<file path="src/design/oad_pkg.sv">
// ---------------------------------------------------------------------------
// oad_pkg
// Shared constants, codes and types of the obstacle avoidance drive unit.
// ---------------------------------------------------------------------------
package oad_pkg;

    // field widths
    localparam int DIST_W     = 10;
    localparam int SPEED_W    = 8;
    localparam int MS_W       = 16;
    localparam int TIME_W     = 32;
    localparam int CFG_ADDR_W = 5;
    localparam int CFG_DATA_W = 32;

    // defaults of the structural parameters
    localparam int WINDOW_LEN_DEF  = 5;
    localparam int QUEUE_DEPTH_DEF = 2;

    // fixed behavior constants
    localparam int WAIT_MS          = 300;
    localparam int SIDE_NEAR_CM     = 9;
    localparam int ROTATE_MARGIN_CM = 5;
    localparam int NUM_SENSORS      = 3;
    localparam int SENSOR_LEFT      = 0;
    localparam int SENSOR_RIGHT     = 1;
    localparam int SENSOR_CENTER    = 2;

    // drive phase
    typedef enum logic [2:0] {
        PH_DECIDE  = 3'd0,
        PH_FAST    = 3'd1,
        PH_SLOW    = 3'd2,
        PH_REVERSE = 3'd3,
        PH_ROTATE  = 3'd4,
        PH_WAIT    = 3'd5
    } phase_t;

    // motor direction
    typedef enum logic [2:0] {
        DIR_HALT     = 3'd0,
        DIR_FWD      = 3'd1,
        DIR_BACK     = 3'd2,
        DIR_TO_LEFT  = 3'd3,
        DIR_TO_RIGHT = 3'd4
    } dir_t;

    // drive command
    typedef enum logic [1:0] {
        CMD_NONE      = 2'd0,
        CMD_SET       = 2'd1,
        CMD_ROT_LEFT  = 2'd2,
        CMD_ROT_RIGHT = 2'd3
    } cmd_t;

    // configuration register index
    typedef enum logic [2:0] {
        REG_FAST_ENTER = 3'd0,
        REG_SLOW_ENTER = 3'd1,
        REG_FAST_EXIT  = 3'd2,
        REG_SLOW_EXIT  = 3'd3,
        REG_MAX_SPEED  = 3'd4,
        REG_MIN_SPEED  = 3'd5,
        REG_REVERSE_MS = 3'd6,
        REG_ROTATE_MS  = 3'd7
    } cfg_idx_t;

    // front-end sequencer
    typedef enum logic [1:0] {
        FR_IDLE = 2'd0,
        FR_SCAN = 2'd1,
        FR_PUSH = 2'd2
    } front_state_t;

    // configuration bundle
    typedef struct packed {
        logic [DIST_W-1:0]  fast_enter_cm;
        logic [DIST_W-1:0]  slow_enter_cm;
        logic [DIST_W-1:0]  fast_exit_cm;
        logic [DIST_W-1:0]  slow_exit_cm;
        logic [SPEED_W-1:0] max_speed;
        logic [SPEED_W-1:0] min_speed;
        logic [MS_W-1:0]    reverse_ms;
        logic [MS_W-1:0]    rotate_ms;
    } cfg_t;

    // filtered item handed from front to back
    typedef struct packed {
        logic [DIST_W-1:0] dist_left;
        logic [DIST_W-1:0] dist_right;
        logic [DIST_W-1:0] dist_center;
        logic [TIME_W-1:0] now_ms;
    } med_item_t;

endpackage

</file>
<file path="src/design/obstacle_avoid_drive_fsm_unit.sv">
// ---------------------------------------------------------------------------
// obstacle_avoid_drive_fsm_unit
// Median-filtered ultrasonic obstacle avoidance drive controller.
// ---------------------------------------------------------------------------
// Each transaction on the s_ channel brings left, right and center distances
// and a millisecond time stamp, and yields exactly one m_ transaction with the
// drive command, the held motor settings and the phase after the step. The
// front end shifts the sample into the windows when it takes a transaction,
// runs a rank scan over the window entries, one at a time, for the three
// medians, and hands the result to the queue, taking no new transaction
// before that. The phase machine works from a queue of QUEUE_DEPTH entries
// (two by default), so a slow m_ready consumer holds off the front end
// only once the queue is full. Thresholds, speeds and phase times are set
// through the APB port, one register per 4-byte word, and should only be
// changed while no transaction is in flight.
module obstacle_avoid_drive_fsm_unit #(
    parameter int WINDOW_LEN  = oad_pkg::WINDOW_LEN_DEF,
    parameter int QUEUE_DEPTH = oad_pkg::QUEUE_DEPTH_DEF
) (
    input  logic                             aclk,
    input  logic                             aresetn,
    // sensor channel
    input  logic                             s_valid,
    output logic                             s_ready,
    input  logic [oad_pkg::DIST_W-1:0]       s_dist_left,
    input  logic [oad_pkg::DIST_W-1:0]       s_dist_right,
    input  logic [oad_pkg::DIST_W-1:0]       s_dist_center,
    input  logic [oad_pkg::TIME_W-1:0]       s_now_ms,
    // result channel
    output logic                             m_valid,
    input  logic                             m_ready,
    output logic [1:0]                       m_command,
    output logic [2:0]                       m_front_dir,
    output logic [2:0]                       m_side_dir,
    output logic [oad_pkg::SPEED_W-1:0]      m_drive_speed,
    output logic [oad_pkg::SPEED_W-1:0]      m_steer_speed,
    output logic [2:0]                       m_machine_state,
    // configuration port
    input  logic                             psel,
    input  logic                             penable,
    input  logic                             pwrite,
    input  logic [oad_pkg::CFG_ADDR_W-1:0]   paddr,
    input  logic [oad_pkg::CFG_DATA_W-1:0]   pwdata,
    output logic [oad_pkg::CFG_DATA_W-1:0]   prdata,
    output logic                             pready
);

    oad_pkg::cfg_t      cfg;
    oad_pkg::med_item_t push_item;
    oad_pkg::med_item_t pop_item;
    logic               push_valid;
    logic               push_ready;
    logic               pop_valid;
    logic               pop_en;

    // configuration registers
    oad_cfg u_cfg (
        .aclk    (aclk),
        .aresetn (aresetn),
        .psel    (psel),
        .penable (penable),
        .pwrite  (pwrite),
        .paddr   (paddr),
        .pwdata  (pwdata),
        .prdata  (prdata),
        .pready  (pready),
        .cfg     (cfg)
    );

    // windowing and median front end
    oad_front #(
        .WINDOW_LEN (WINDOW_LEN)
    ) u_front (
        .aclk          (aclk),
        .aresetn       (aresetn),
        .s_valid       (s_valid),
        .s_ready       (s_ready),
        .s_dist_left   (s_dist_left),
        .s_dist_right  (s_dist_right),
        .s_dist_center (s_dist_center),
        .s_now_ms      (s_now_ms),
        .push_valid    (push_valid),
        .push_ready    (push_ready),
        .push_item     (push_item)
    );

    // decoupling queue
    oad_queue #(
        .DEPTH (QUEUE_DEPTH)
    ) u_queue (
        .aclk       (aclk),
        .aresetn    (aresetn),
        .push_valid (push_valid),
        .push_ready (push_ready),
        .push_item  (push_item),
        .pop_valid  (pop_valid),
        .pop_en     (pop_en),
        .pop_item   (pop_item)
    );

    // drive phase machine
    oad_back u_back (
        .aclk            (aclk),
        .aresetn         (aresetn),
        .cfg             (cfg),
        .q_valid         (pop_valid),
        .q_pop           (pop_en),
        .q_item          (pop_item),
        .m_valid         (m_valid),
        .m_ready         (m_ready),
        .m_command       (m_command),
        .m_front_dir     (m_front_dir),
        .m_side_dir      (m_side_dir),
        .m_drive_speed   (m_drive_speed),
        .m_steer_speed   (m_steer_speed),
        .m_machine_state (m_machine_state)
    );

endmodule

</file>
<file path="src/design/oad_cfg.sv">
// ---------------------------------------------------------------------------
// oad_cfg
// APB-style configuration register file with reset defaults.
// ---------------------------------------------------------------------------
module oad_cfg (
    input  logic                             aclk,
    input  logic                             aresetn,
    input  logic                             psel,
    input  logic                             penable,
    input  logic                             pwrite,
    input  logic [oad_pkg::CFG_ADDR_W-1:0]   paddr,
    input  logic [oad_pkg::CFG_DATA_W-1:0]   pwdata,
    output logic [oad_pkg::CFG_DATA_W-1:0]   prdata,
    output logic                             pready,
    output oad_pkg::cfg_t                    cfg
);

    oad_pkg::cfg_t     cfg_reg;
    oad_pkg::cfg_idx_t reg_idx;
    logic              wr_en;

    assign reg_idx = oad_pkg::cfg_idx_t'(paddr[4:2]);
    assign wr_en   = psel && penable && pwrite;
    assign pready  = 1'b1;
    assign cfg     = cfg_reg;

    // register writes
    always_ff @(posedge aclk) begin
        if (!aresetn) begin
            cfg_reg.fast_enter_cm <= oad_pkg::DIST_W'(40);
            cfg_reg.slow_enter_cm <= oad_pkg::DIST_W'(20);
            cfg_reg.fast_exit_cm  <= oad_pkg::DIST_W'(30);
            cfg_reg.slow_exit_cm  <= oad_pkg::DIST_W'(15);
            cfg_reg.max_speed     <= oad_pkg::SPEED_W'(200);
            cfg_reg.min_speed     <= oad_pkg::SPEED_W'(100);
            cfg_reg.reverse_ms    <= oad_pkg::MS_W'(500);
            cfg_reg.rotate_ms     <= oad_pkg::MS_W'(500);
        end else if (wr_en) begin
            unique case (reg_idx)
                oad_pkg::REG_FAST_ENTER: cfg_reg.fast_enter_cm <= pwdata[oad_pkg::DIST_W-1:0];
                oad_pkg::REG_SLOW_ENTER: cfg_reg.slow_enter_cm <= pwdata[oad_pkg::DIST_W-1:0];
                oad_pkg::REG_FAST_EXIT:  cfg_reg.fast_exit_cm  <= pwdata[oad_pkg::DIST_W-1:0];
                oad_pkg::REG_SLOW_EXIT:  cfg_reg.slow_exit_cm  <= pwdata[oad_pkg::DIST_W-1:0];
                oad_pkg::REG_MAX_SPEED:  cfg_reg.max_speed     <= pwdata[oad_pkg::SPEED_W-1:0];
                oad_pkg::REG_MIN_SPEED:  cfg_reg.min_speed     <= pwdata[oad_pkg::SPEED_W-1:0];
                oad_pkg::REG_REVERSE_MS: cfg_reg.reverse_ms    <= pwdata[oad_pkg::MS_W-1:0];
                oad_pkg::REG_ROTATE_MS:  cfg_reg.rotate_ms     <= pwdata[oad_pkg::MS_W-1:0];
                default: ;
            endcase
        end
    end

    // read mux
    always_comb begin
        unique case (reg_idx)
            oad_pkg::REG_FAST_ENTER: prdata = oad_pkg::CFG_DATA_W'(cfg_reg.fast_enter_cm);
            oad_pkg::REG_SLOW_ENTER: prdata = oad_pkg::CFG_DATA_W'(cfg_reg.slow_enter_cm);
            oad_pkg::REG_FAST_EXIT:  prdata = oad_pkg::CFG_DATA_W'(cfg_reg.fast_exit_cm);
            oad_pkg::REG_SLOW_EXIT:  prdata = oad_pkg::CFG_DATA_W'(cfg_reg.slow_exit_cm);
            oad_pkg::REG_MAX_SPEED:  prdata = oad_pkg::CFG_DATA_W'(cfg_reg.max_speed);
            oad_pkg::REG_MIN_SPEED:  prdata = oad_pkg::CFG_DATA_W'(cfg_reg.min_speed);
            oad_pkg::REG_REVERSE_MS: prdata = oad_pkg::CFG_DATA_W'(cfg_reg.reverse_ms);
            oad_pkg::REG_ROTATE_MS:  prdata = oad_pkg::CFG_DATA_W'(cfg_reg.rotate_ms);
            default:                 prdata = '0;
        endcase
    end

endmodule

</file>
<file path="src/design/oad_front.sv">
// ---------------------------------------------------------------------------
// oad_front
// Accepts sensor transactions, keeps the sliding windows and finds the
// median of each window by a rank scan, one candidate per cycle.
// ---------------------------------------------------------------------------
module oad_front #(
    parameter int WINDOW_LEN = oad_pkg::WINDOW_LEN_DEF
) (
    input  logic                          aclk,
    input  logic                          aresetn,
    input  logic                          s_valid,
    output logic                          s_ready,
    input  logic [oad_pkg::DIST_W-1:0]    s_dist_left,
    input  logic [oad_pkg::DIST_W-1:0]    s_dist_right,
    input  logic [oad_pkg::DIST_W-1:0]    s_dist_center,
    input  logic [oad_pkg::TIME_W-1:0]    s_now_ms,
    output logic                          push_valid,
    input  logic                          push_ready,
    output oad_pkg::med_item_t            push_item
);

    localparam int IDX_W   = (WINDOW_LEN > 1) ? $clog2(WINDOW_LEN) : 1;
    localparam int CNT_W   = $clog2(WINDOW_LEN + 1);
    localparam int MED_POS = WINDOW_LEN / 2;

    oad_pkg::front_state_t state_reg, state_next;
    logic [IDX_W-1:0]            idx_reg, idx_next;
    logic [oad_pkg::TIME_W-1:0]  now_reg;
    logic [oad_pkg::DIST_W-1:0]  win_reg [oad_pkg::NUM_SENSORS][WINDOW_LEN];
    logic [oad_pkg::DIST_W-1:0]  med_reg [oad_pkg::NUM_SENSORS];
    logic [oad_pkg::DIST_W-1:0]  new_dist [oad_pkg::NUM_SENSORS];
    logic [oad_pkg::DIST_W-1:0]  cand [oad_pkg::NUM_SENSORS];
    logic [oad_pkg::NUM_SENSORS-1:0] hit;
    logic                        accept;
    logic                        scan_last;

    assign new_dist[oad_pkg::SENSOR_LEFT]   = s_dist_left;
    assign new_dist[oad_pkg::SENSOR_RIGHT]  = s_dist_right;
    assign new_dist[oad_pkg::SENSOR_CENTER] = s_dist_center;

    assign s_ready   = (state_reg == oad_pkg::FR_IDLE);
    assign accept    = s_valid && s_ready;
    assign scan_last = (idx_reg == IDX_W'(WINDOW_LEN - 1));

    // rank test of the current candidate in each window
    for (genvar s = 0; s < oad_pkg::NUM_SENSORS; s++) begin : g_rank
        logic [CNT_W-1:0] lt_cnt;
        logic [CNT_W-1:0] le_cnt;

        assign cand[s] = win_reg[s][idx_reg];

        always_comb begin
            lt_cnt = '0;
            le_cnt = '0;
            for (int j = 0; j < WINDOW_LEN; j++) begin
                if (win_reg[s][j] < cand[s]) lt_cnt = lt_cnt + CNT_W'(1);
                if (win_reg[s][j] <= cand[s]) le_cnt = le_cnt + CNT_W'(1);
            end
        end

        assign hit[s] = (lt_cnt <= CNT_W'(MED_POS)) && (le_cnt > CNT_W'(MED_POS));
    end

    // sequencer next state
    always_comb begin
        state_next = state_reg;
        idx_next   = idx_reg;
        unique case (state_reg)
            oad_pkg::FR_IDLE: begin
                if (accept) begin
                    state_next = oad_pkg::FR_SCAN;
                    idx_next   = '0;
                end
            end
            oad_pkg::FR_SCAN: begin
                if (scan_last) begin
                    state_next = oad_pkg::FR_PUSH;
                end else begin
                    idx_next = idx_reg + IDX_W'(1);
                end
            end
            oad_pkg::FR_PUSH: begin
                if (push_ready) state_next = oad_pkg::FR_IDLE;
            end
            default: state_next = oad_pkg::FR_IDLE;
        endcase
    end

    // sequencer registers
    always_ff @(posedge aclk) begin
        if (!aresetn) begin
            state_reg <= oad_pkg::FR_IDLE;
            idx_reg   <= '0;
        end else begin
            state_reg <= state_next;
            idx_reg   <= idx_next;
        end
    end

    // windows shift in the new sample, oldest drops out
    always_ff @(posedge aclk) begin
        if (!aresetn) begin
            for (int s = 0; s < oad_pkg::NUM_SENSORS; s++) begin
                for (int j = 0; j < WINDOW_LEN; j++) win_reg[s][j] <= '0;
            end
        end else if (accept) begin
            for (int s = 0; s < oad_pkg::NUM_SENSORS; s++) begin
                win_reg[s][0] <= new_dist[s];
                for (int j = 1; j < WINDOW_LEN; j++) win_reg[s][j] <= win_reg[s][j-1];
            end
        end
    end

    // time stamp and median capture
    always_ff @(posedge aclk) begin
        if (accept) now_reg <= s_now_ms;
        if (state_reg == oad_pkg::FR_SCAN) begin
            for (int s = 0; s < oad_pkg::NUM_SENSORS; s++) begin
                if (hit[s]) med_reg[s] <= cand[s];
            end
        end
    end

    assign push_valid            = (state_reg == oad_pkg::FR_PUSH);
    assign push_item.dist_left   = med_reg[oad_pkg::SENSOR_LEFT];
    assign push_item.dist_right  = med_reg[oad_pkg::SENSOR_RIGHT];
    assign push_item.dist_center = med_reg[oad_pkg::SENSOR_CENTER];
    assign push_item.now_ms      = now_reg;

endmodule

</file>
<file path="src/design/oad_queue.sv">
// ---------------------------------------------------------------------------
// oad_queue
// Short first-in first-out queue of filtered items between front and back.
// ---------------------------------------------------------------------------
module oad_queue #(
    parameter int DEPTH = oad_pkg::QUEUE_DEPTH_DEF
) (
    input  logic                aclk,
    input  logic                aresetn,
    input  logic                push_valid,
    output logic                push_ready,
    input  oad_pkg::med_item_t  push_item,
    output logic                pop_valid,
    input  logic                pop_en,
    output oad_pkg::med_item_t  pop_item
);

    localparam int PTR_W = (DEPTH > 1) ? $clog2(DEPTH) : 1;
    localparam int CNT_W = $clog2(DEPTH + 1);

    oad_pkg::med_item_t mem_reg [DEPTH];
    logic [PTR_W-1:0]   wr_ptr_reg;
    logic [PTR_W-1:0]   rd_ptr_reg;
    logic [CNT_W-1:0]   count_reg;
    logic               do_push;
    logic               do_pop;

    assign push_ready = (count_reg != CNT_W'(DEPTH));
    assign pop_valid  = (count_reg != '0);
    assign do_push    = push_valid && push_ready;
    assign do_pop     = pop_en && pop_valid;
    assign pop_item   = mem_reg[rd_ptr_reg];

    // storage
    always_ff @(posedge aclk) begin
        if (do_push) mem_reg[wr_ptr_reg] <= push_item;
    end

    // pointers and fill count
    always_ff @(posedge aclk) begin
        if (!aresetn) begin
            wr_ptr_reg <= '0;
            rd_ptr_reg <= '0;
            count_reg  <= '0;
        end else begin
            if (do_push) begin
                wr_ptr_reg <= (wr_ptr_reg == PTR_W'(DEPTH - 1)) ? '0 : wr_ptr_reg + PTR_W'(1);
            end
            if (do_pop) begin
                rd_ptr_reg <= (rd_ptr_reg == PTR_W'(DEPTH - 1)) ? '0 : rd_ptr_reg + PTR_W'(1);
            end
            if (do_push && !do_pop) begin
                count_reg <= count_reg + CNT_W'(1);
            end else if (do_pop && !do_push) begin
                count_reg <= count_reg - CNT_W'(1);
            end
        end
    end

endmodule

</file>
<file path="src/design/oad_back.sv">
// ---------------------------------------------------------------------------
// oad_back
// Drive phase machine: takes one filtered item per step, updates the held
// motor settings and presents the result in an output register.
// ---------------------------------------------------------------------------
module oad_back (
    input  logic                          aclk,
    input  logic                          aresetn,
    input  oad_pkg::cfg_t                 cfg,
    input  logic                          q_valid,
    output logic                          q_pop,
    input  oad_pkg::med_item_t            q_item,
    output logic                          m_valid,
    input  logic                          m_ready,
    output logic [1:0]                    m_command,
    output logic [2:0]                    m_front_dir,
    output logic [2:0]                    m_side_dir,
    output logic [oad_pkg::SPEED_W-1:0]   m_drive_speed,
    output logic [oad_pkg::SPEED_W-1:0]   m_steer_speed,
    output logic [2:0]                    m_machine_state
);

    oad_pkg::phase_t             phase_reg, phase_next;
    oad_pkg::cmd_t               cmd_reg, cmd_next;
    oad_pkg::dir_t               front_dir_reg, front_dir_next;
    oad_pkg::dir_t               side_dir_reg, side_dir_next;
    logic [oad_pkg::SPEED_W-1:0] drive_speed_reg, drive_speed_next;
    logic [oad_pkg::SPEED_W-1:0] steer_speed_reg, steer_speed_next;
    logic [oad_pkg::TIME_W-1:0]  start_ms_reg, start_ms_next;
    logic                        m_valid_reg, m_valid_next;

    logic [oad_pkg::TIME_W-1:0]  elapsed;
    logic                        is_fast;
    logic [oad_pkg::SPEED_W-1:0] fwd_speed;
    logic [oad_pkg::DIST_W-1:0]  exit_cm;
    logic [oad_pkg::DIST_W:0]    right_margin;

    // output register frees up when the result is taken
    assign q_pop = q_valid && (!m_valid_reg || m_ready);

    assign elapsed      = q_item.now_ms - start_ms_reg;
    assign is_fast      = (phase_reg == oad_pkg::PH_FAST);
    assign fwd_speed    = is_fast ? cfg.max_speed : cfg.min_speed;
    assign exit_cm      = is_fast ? cfg.fast_exit_cm : cfg.slow_exit_cm;
    assign right_margin = {1'b0, q_item.dist_right}
                        + (oad_pkg::DIST_W + 1)'(oad_pkg::ROTATE_MARGIN_CM);

    // phase step
    always_comb begin
        phase_next       = phase_reg;
        cmd_next         = cmd_reg;
        front_dir_next   = front_dir_reg;
        side_dir_next    = side_dir_reg;
        drive_speed_next = drive_speed_reg;
        steer_speed_next = steer_speed_reg;
        start_ms_next    = start_ms_reg;
        m_valid_next     = m_valid_reg;

        if (m_ready) m_valid_next = 1'b0;

        if (q_pop) begin
            m_valid_next = 1'b1;
            cmd_next     = oad_pkg::CMD_NONE;
            unique case (phase_reg)
                oad_pkg::PH_DECIDE: begin
                    if (q_item.dist_center > cfg.fast_enter_cm) begin
                        phase_next = oad_pkg::PH_FAST;
                    end else if (q_item.dist_center > cfg.slow_enter_cm) begin
                        phase_next = oad_pkg::PH_SLOW;
                    end else begin
                        phase_next    = oad_pkg::PH_REVERSE;
                        start_ms_next = q_item.now_ms;
                    end
                end
                oad_pkg::PH_FAST, oad_pkg::PH_SLOW: begin
                    front_dir_next   = oad_pkg::DIR_FWD;
                    drive_speed_next = fwd_speed;
                    if (q_item.dist_right < oad_pkg::DIST_W'(oad_pkg::SIDE_NEAR_CM)) begin
                        side_dir_next    = oad_pkg::DIR_TO_LEFT;
                        steer_speed_next = fwd_speed >> 1;
                    end else if (q_item.dist_left < oad_pkg::DIST_W'(oad_pkg::SIDE_NEAR_CM)) begin
                        side_dir_next    = oad_pkg::DIR_TO_RIGHT;
                        steer_speed_next = fwd_speed >> 1;
                    end else begin
                        side_dir_next    = oad_pkg::DIR_FWD;
                        steer_speed_next = fwd_speed;
                    end
                    cmd_next = oad_pkg::CMD_SET;
                    if (q_item.dist_center <= exit_cm) phase_next = oad_pkg::PH_DECIDE;
                end
                oad_pkg::PH_REVERSE: begin
                    if (elapsed < oad_pkg::TIME_W'(cfg.reverse_ms)) begin
                        front_dir_next   = oad_pkg::DIR_BACK;
                        side_dir_next    = oad_pkg::DIR_BACK;
                        drive_speed_next = cfg.min_speed;
                        steer_speed_next = cfg.min_speed;
                        cmd_next         = oad_pkg::CMD_SET;
                    end else begin
                        phase_next    = oad_pkg::PH_ROTATE;
                        start_ms_next = q_item.now_ms;
                    end
                end
                oad_pkg::PH_ROTATE: begin
                    if (elapsed < oad_pkg::TIME_W'(cfg.rotate_ms)) begin
                        drive_speed_next = cfg.min_speed;
                        steer_speed_next = cfg.min_speed;
                        cmd_next = (right_margin > {1'b0, q_item.dist_left})
                                 ? oad_pkg::CMD_ROT_LEFT : oad_pkg::CMD_ROT_RIGHT;
                    end else begin
                        phase_next       = oad_pkg::PH_WAIT;
                        start_ms_next    = q_item.now_ms;
                        front_dir_next   = oad_pkg::DIR_HALT;
                        side_dir_next    = oad_pkg::DIR_HALT;
                        drive_speed_next = '0;
                        steer_speed_next = '0;
                        cmd_next         = oad_pkg::CMD_SET;
                    end
                end
                oad_pkg::PH_WAIT: begin
                    if (elapsed >= oad_pkg::TIME_W'(oad_pkg::WAIT_MS)) begin
                        phase_next = oad_pkg::PH_DECIDE;
                    end
                end
                default: phase_next = oad_pkg::PH_DECIDE;
            endcase
        end
    end

    // phase and held motor state
    always_ff @(posedge aclk) begin
        if (!aresetn) begin
            phase_reg       <= oad_pkg::PH_FAST;
            cmd_reg         <= oad_pkg::CMD_NONE;
            front_dir_reg   <= oad_pkg::DIR_HALT;
            side_dir_reg    <= oad_pkg::DIR_HALT;
            drive_speed_reg <= '0;
            steer_speed_reg <= '0;
            start_ms_reg    <= '0;
            m_valid_reg     <= 1'b0;
        end else begin
            phase_reg       <= phase_next;
            cmd_reg         <= cmd_next;
            front_dir_reg   <= front_dir_next;
            side_dir_reg    <= side_dir_next;
            drive_speed_reg <= drive_speed_next;
            steer_speed_reg <= steer_speed_next;
            start_ms_reg    <= start_ms_next;
            m_valid_reg     <= m_valid_next;
        end
    end

    // held state is the result while it waits to be taken
    assign m_valid         = m_valid_reg;
    assign m_command       = cmd_reg;
    assign m_front_dir     = front_dir_reg;
    assign m_side_dir      = side_dir_reg;
    assign m_drive_speed   = drive_speed_reg;
    assign m_steer_speed   = steer_speed_reg;
    assign m_machine_state = phase_reg;

endmodule
</file>
<file path="config.mk">
export PLATFORM = sky130hd
export DESIGN_NAME = obstacle_avoid_drive_fsm_unit
export DESIGN_NICKNAME = d
export VERILOG_FILES = /design/src/design/oad_pkg.sv /design/src/design/obstacle_avoid_drive_fsm_unit.sv /design/src/design/oad_cfg.sv /design/src/design/oad_front.sv /design/src/design/oad_queue.sv /design/src/design/oad_back.sv
export SDC_FILE = /design/constraint.sdc
export NUM_CORES = 1
export LEC_CHECK = 0
export BUFFER_PORTS_ARGS = -buffer_cell sky130_fd_sc_hd__buf_2
export CAP_MARGIN = 20
export CORE_UTILIZATION = 64
export CTS_BUF_LIST = sky130_fd_sc_hd__clkbuf_8
export DETAILED_ROUTE_END_ITERATION = 8
export GPL_TIMING_DRIVEN = 1
export PLACE_DENSITY = 0.8
export SLEW_MARGIN = 20
export SYNTH_ARGS = -nofsm -noshare
export SYNTH_HDL_FRONTEND = slang
export SYNTH_SLANG_ARGS = --single-unit
</file>
<file path="constraint.sdc">
create_clock -name aclk -period 6.8 [get_ports aclk]
set_input_delay 1.02 -clock aclk [delete_from_list [all_inputs] [get_ports aclk]]
set_output_delay 1.02 -clock aclk [all_outputs]
set_load 0.02 [all_outputs]
</file>
==> flow_metrics.tcl <==
set metrics [dict create \
    outcome "completed" \
    vias_per_cell 6.31 \
    crit_path_frequent_cell "ha_1" \
    cts_buffer_depth 3 \
    critPathKind "register to register" \
    seq_area_sq_um 13200 \
    slowest_delay_ns 0.92 \
    cp_max_fo 60 \
    cts_buffers 83 \
    p_per_area_nw_per_um2 283 \
    async_reset_ff_share_pct 0 \
    start_util_pct 65.1 \
    cp-end-kind "register" \
    io_buffers 131 \
    dp_hpwl_um 54800 \
    synth-edff-count 336 \
    largest_reg_flops 150 \
    grt_pass1_vias 22600 \
    cts_hold_buf 0 \
    fin_tns_setup_ns 0 \
    drt-initial-drc-count 2316 \
    drv_slew 0 \
    syn-cell-area_sq_um 29700 \
    grt_max_degree 138 \
    max_freq_mhz 156 \
    dp_cells 3528 \
    path_cells "buf_12 -> mux2_2 -> a21oi_1 -> o21a_1 -> ha_1 -> a21o_1 -> a21o_1 -> a21oi_1 -> nor2_1 -> a2111oi_0 -> ha_1 -> xnor2_1 -> inv_1 -> ha_1 -> mux2_2 -> ha_1 -> o2111ai_1 -> xnor3_1 -> or4b_2 -> a21oi_1 -> buf_4" \
    setup_viol 0 \
    fin_worst_skew_ns 0.0468 \
    rsz0062_at_grt "false" \
    rows 78 \
    dp_slack_ns 0.572 \
    route.detailed.drc 0 \
    ir_drop_v 0.000174 \
    tightest_slew_ns 1.10 \
    routed_wl_um 76700 \
    crit_path_start "u_front.idx_reg[1]$_SDFFE_PN0P_" \
    synth_seq_cells 493 \
    r2r_cells 21 \
    period_share_pct 94.2 \
    critPathArrivalTime_ns 6.76 \
    cts_setup_buffers 0 \
    via_count 23300 \
    critPathLaunchType "register" \
    path_delay_family "compound AO/OA/AOI/OAI gates" \
    clockRootBuffer "clkbuf_8" \
    fin_ws_ns 0.398 \
    antenna_found_initial 4 \
    final_core_util_pct 70.9 \
    cp.required_ns 7.15 \
    core-area_sq_um 45600 \
    drive_above_1_share_pct 13.4 \
    pin_count 168 \
    hp-class "register to register" \
    ff2ff_setup_slack_ns 0.40 \
    p_leak_nw 13.5 \
    cts.sinks 493 \
    grt_pass1_wl_um 120000 \
    min_from "u_front.now_reg[7]$_DFFE_PP_" \
    relSlewSlack_pct 24.8 \
    fin_crit_ns 6.40 \
    wl_per_cell_um 20.8 \
    synth.distinct_cells 100 \
    crit_cells 21 \
    ys_seq_area_share_pct 44.6 \
    grt-ovfl-total 0 \
    postRouteAntennaNets 0 \
    final_cells 3686 \
    cts.repair.resized 0 \
    yosysWarnings 0 \
    cts_tree "yes" \
    die_width_um 217 \
    htreeDepth 3 \
    critPathSlowestCell "a2111oi_0" \
    clock_latency_ns 0.69 \
    dieArea_sq_um 47200 \
    worst-path-buf-inv 3 \
    syn_avg_cell_area_sq_um 10.1 \
    nNetsFinal 3399 \
    path_clk_slew_ns 0.07 \
    drt_pass1_iterations 6 \
    finalWeightedCongestion 0.941 \
    die_y_um 217 \
    ys.flop_type "edfxtp_1" \
    multi_input_area_sq_um 15100 \
    rr_startpoint "u_front.idx_reg[1]$_SDFFE_PN0P_" \
    hold_viol 0 \
    r2r-end "u_front.med_reg[0][4]$_DFFE_PP_" \
    power_w 0.00915 \
    fillerInstances 3423 \
    cp-endpoint "u_front.med_reg[0][4]$_DFFE_PP_" \
    grt_usage_pct 32.3 \
    syn_inst 2925 \
    synthToLayoutAreaGrowth_pct 9.00 \
    drv_cap 0 \
]
layer usage:
layer	GRT usage (%)	up-vias	routed length, um
li1	-	10900	-
met1	43.6	11200	33100
met2	52.3	942	35800
met3	6.01	175	5610
met4	11.0	0	2280
met5	0	-	0
how the worst min path moves through the flow:
stage	endpoint	slack [ns]	depth (start not counted)
after floorplan	u_queue.mem_reg[0][0]$_DFFE_PP_	0.42	0
after global placement	u_queue.mem_reg[0][32]$_DFFE_PP_	0.42	0
after detailed placement	u_queue.mem_reg[1][39]$_DFFE_PP_	0.43	0
after CTS	u_queue.mem_reg[0][25]$_DFFE_PP_	0.42	0
after global routing	u_queue.mem_reg[0][24]$_DFFE_PP_	0.43	0
final	u_queue.mem_reg[1][7]$_DFFE_PP_	0.43	0
placed cells by master, fill, tap and decap left out, types with 37 or more instances in the layout:
cell type | Yosys | final
dfxtp_1 | 157 | 154
buf_2 | 8 | 130
ha_1 | 278 | 278
nor2b_1 | 39 | 37
o21ai_0 | 76 | 76
mux2i_1 | 116 | 116
a21oi_1 | 201 | 201
nor2_1 | 200 | 197
clkbuf_8 | 0 | 100
nand2_1 | 230 | 229
mux2_2 | 72 | 72
edfxtp_1 | 336 | 336
a21o_1 | 50 | 50
inv_1 | 178 | 212
and3_1 | 146 | 146
nand3_1 | 50 | 50
nor3_1 | 104 | 103
o21a_1 | 72 | 72
nand4_1 | 58 | 58
cell usage after synthesis, types with 10 or more instances:
| master | n | area, sq um |
|---|---|---|
| mux2i_1 | 116 | 1160 |
| o31ai_1 | 10 | 75.1 |
| a211oi_1 | 24 | 180 |
| o21ai_0 | 76 | 380 |
| nor4_1 | 10 | 62.6 |
| ha_1 | 278 | 3480 |
| and2_1 | 11 | 68.8 |
| a21oi_1 | 201 | 1010 |
| dfxtp_1 | 157 | 3140 |
| xor2_1 | 25 | 219 |
| or2_2 | 11 | 68.8 |
| nor2b_1 | 39 | 244 |
| buf_1 | 28 | 105 |
| a31oi_1 | 20 | 125 |
| o21a_1 | 72 | 541 |
| and3_1 | 146 | 913 |
| nand4_1 | 58 | 363 |
| o211ai_1 | 32 | 240 |
| o22ai_1 | 13 | 81.3 |
| a211o_1 | 20 | 175 |
| a2111oi_0 | 11 | 96.3 |
| mux2_2 | 72 | 811 |
| nand2b_1 | 18 | 113 |
| nand2_1 | 230 | 863 |
| clkbuf_1 | 105 | 394 |
| edfxtp_1 | 336 | 10100 |
| and4_1 | 11 | 96.3 |
| nor2_1 | 200 | 751 |
| xnor2_1 | 24 | 210 |
| buf_4 | 24 | 180 |
| nor3_1 | 104 | 521 |
| inv_1 | 178 | 668 |
| a21o_1 | 50 | 375 |
| nand3_1 | 50 | 250 |
cell families (layout without fill, tap and decap cells):
group / Yosys count / count (layout) / synth area share (%)
simple gates: 930 / 930 / 15.8
compound gates: 620 / 620 / 13.9
flops: 493 / 493 / 44.6
buf+inv: 353 / 495 / 5.00
fa+ha+maj: 281 / 281 / 11.9
mux: 195 / 195 / 7.18
xor+xnor: 51 / 51 / 1.60
other cells: 2 / 21 / 0.0253
report_power, final:
group / leakage [nW] / internal [W] / switching (W) / total (W)
Sequential: 4.59 / 0.00348 / 0.000149 / 0.00363
Clock: 0.995 / 0.00145 / 0.00123 / 0.00268
Combinational: 7.93 / 0.00113 / 0.00172 / 0.00285
Total: 13.5 / 0.00605 / 0.00310 / 0.00915
area by class of cell:
class / instances / area share, %
multi-input cells: 2095 / 46.6
well taps: 600 / 2.32
diodes: 3 / 0.0232
clock buffers: 100 / 4.26
inverters: 180 / 2.11
clock inverters: 54 / 0.968
repair buffers: 161 / 2.77
flip-flops and latches: 493 / 41.0
worst register-to-register path, delay by kind of cell (launching register included):
kind                       cells  cell delay, ns
AOI/OAI and AO/OA              8            2.12
adders and majority gates      4            1.17
and+or+nand+nor                2            0.70
muxes                          2            0.69
buffers and inverters          3            0.61
xor gates and xnor gates       2            0.47
DFF                            1            0.35
stage by stage:
step                cell area, sq um  hold slack, ns
global route                   32300           0.434
floorplan                      29700           0.421
detailed placement             30600           0.431
finish                         32300           0.427
CTS                            32300           0.424
global placement               30600           0.423
Power figures use the tool's default switching activity.
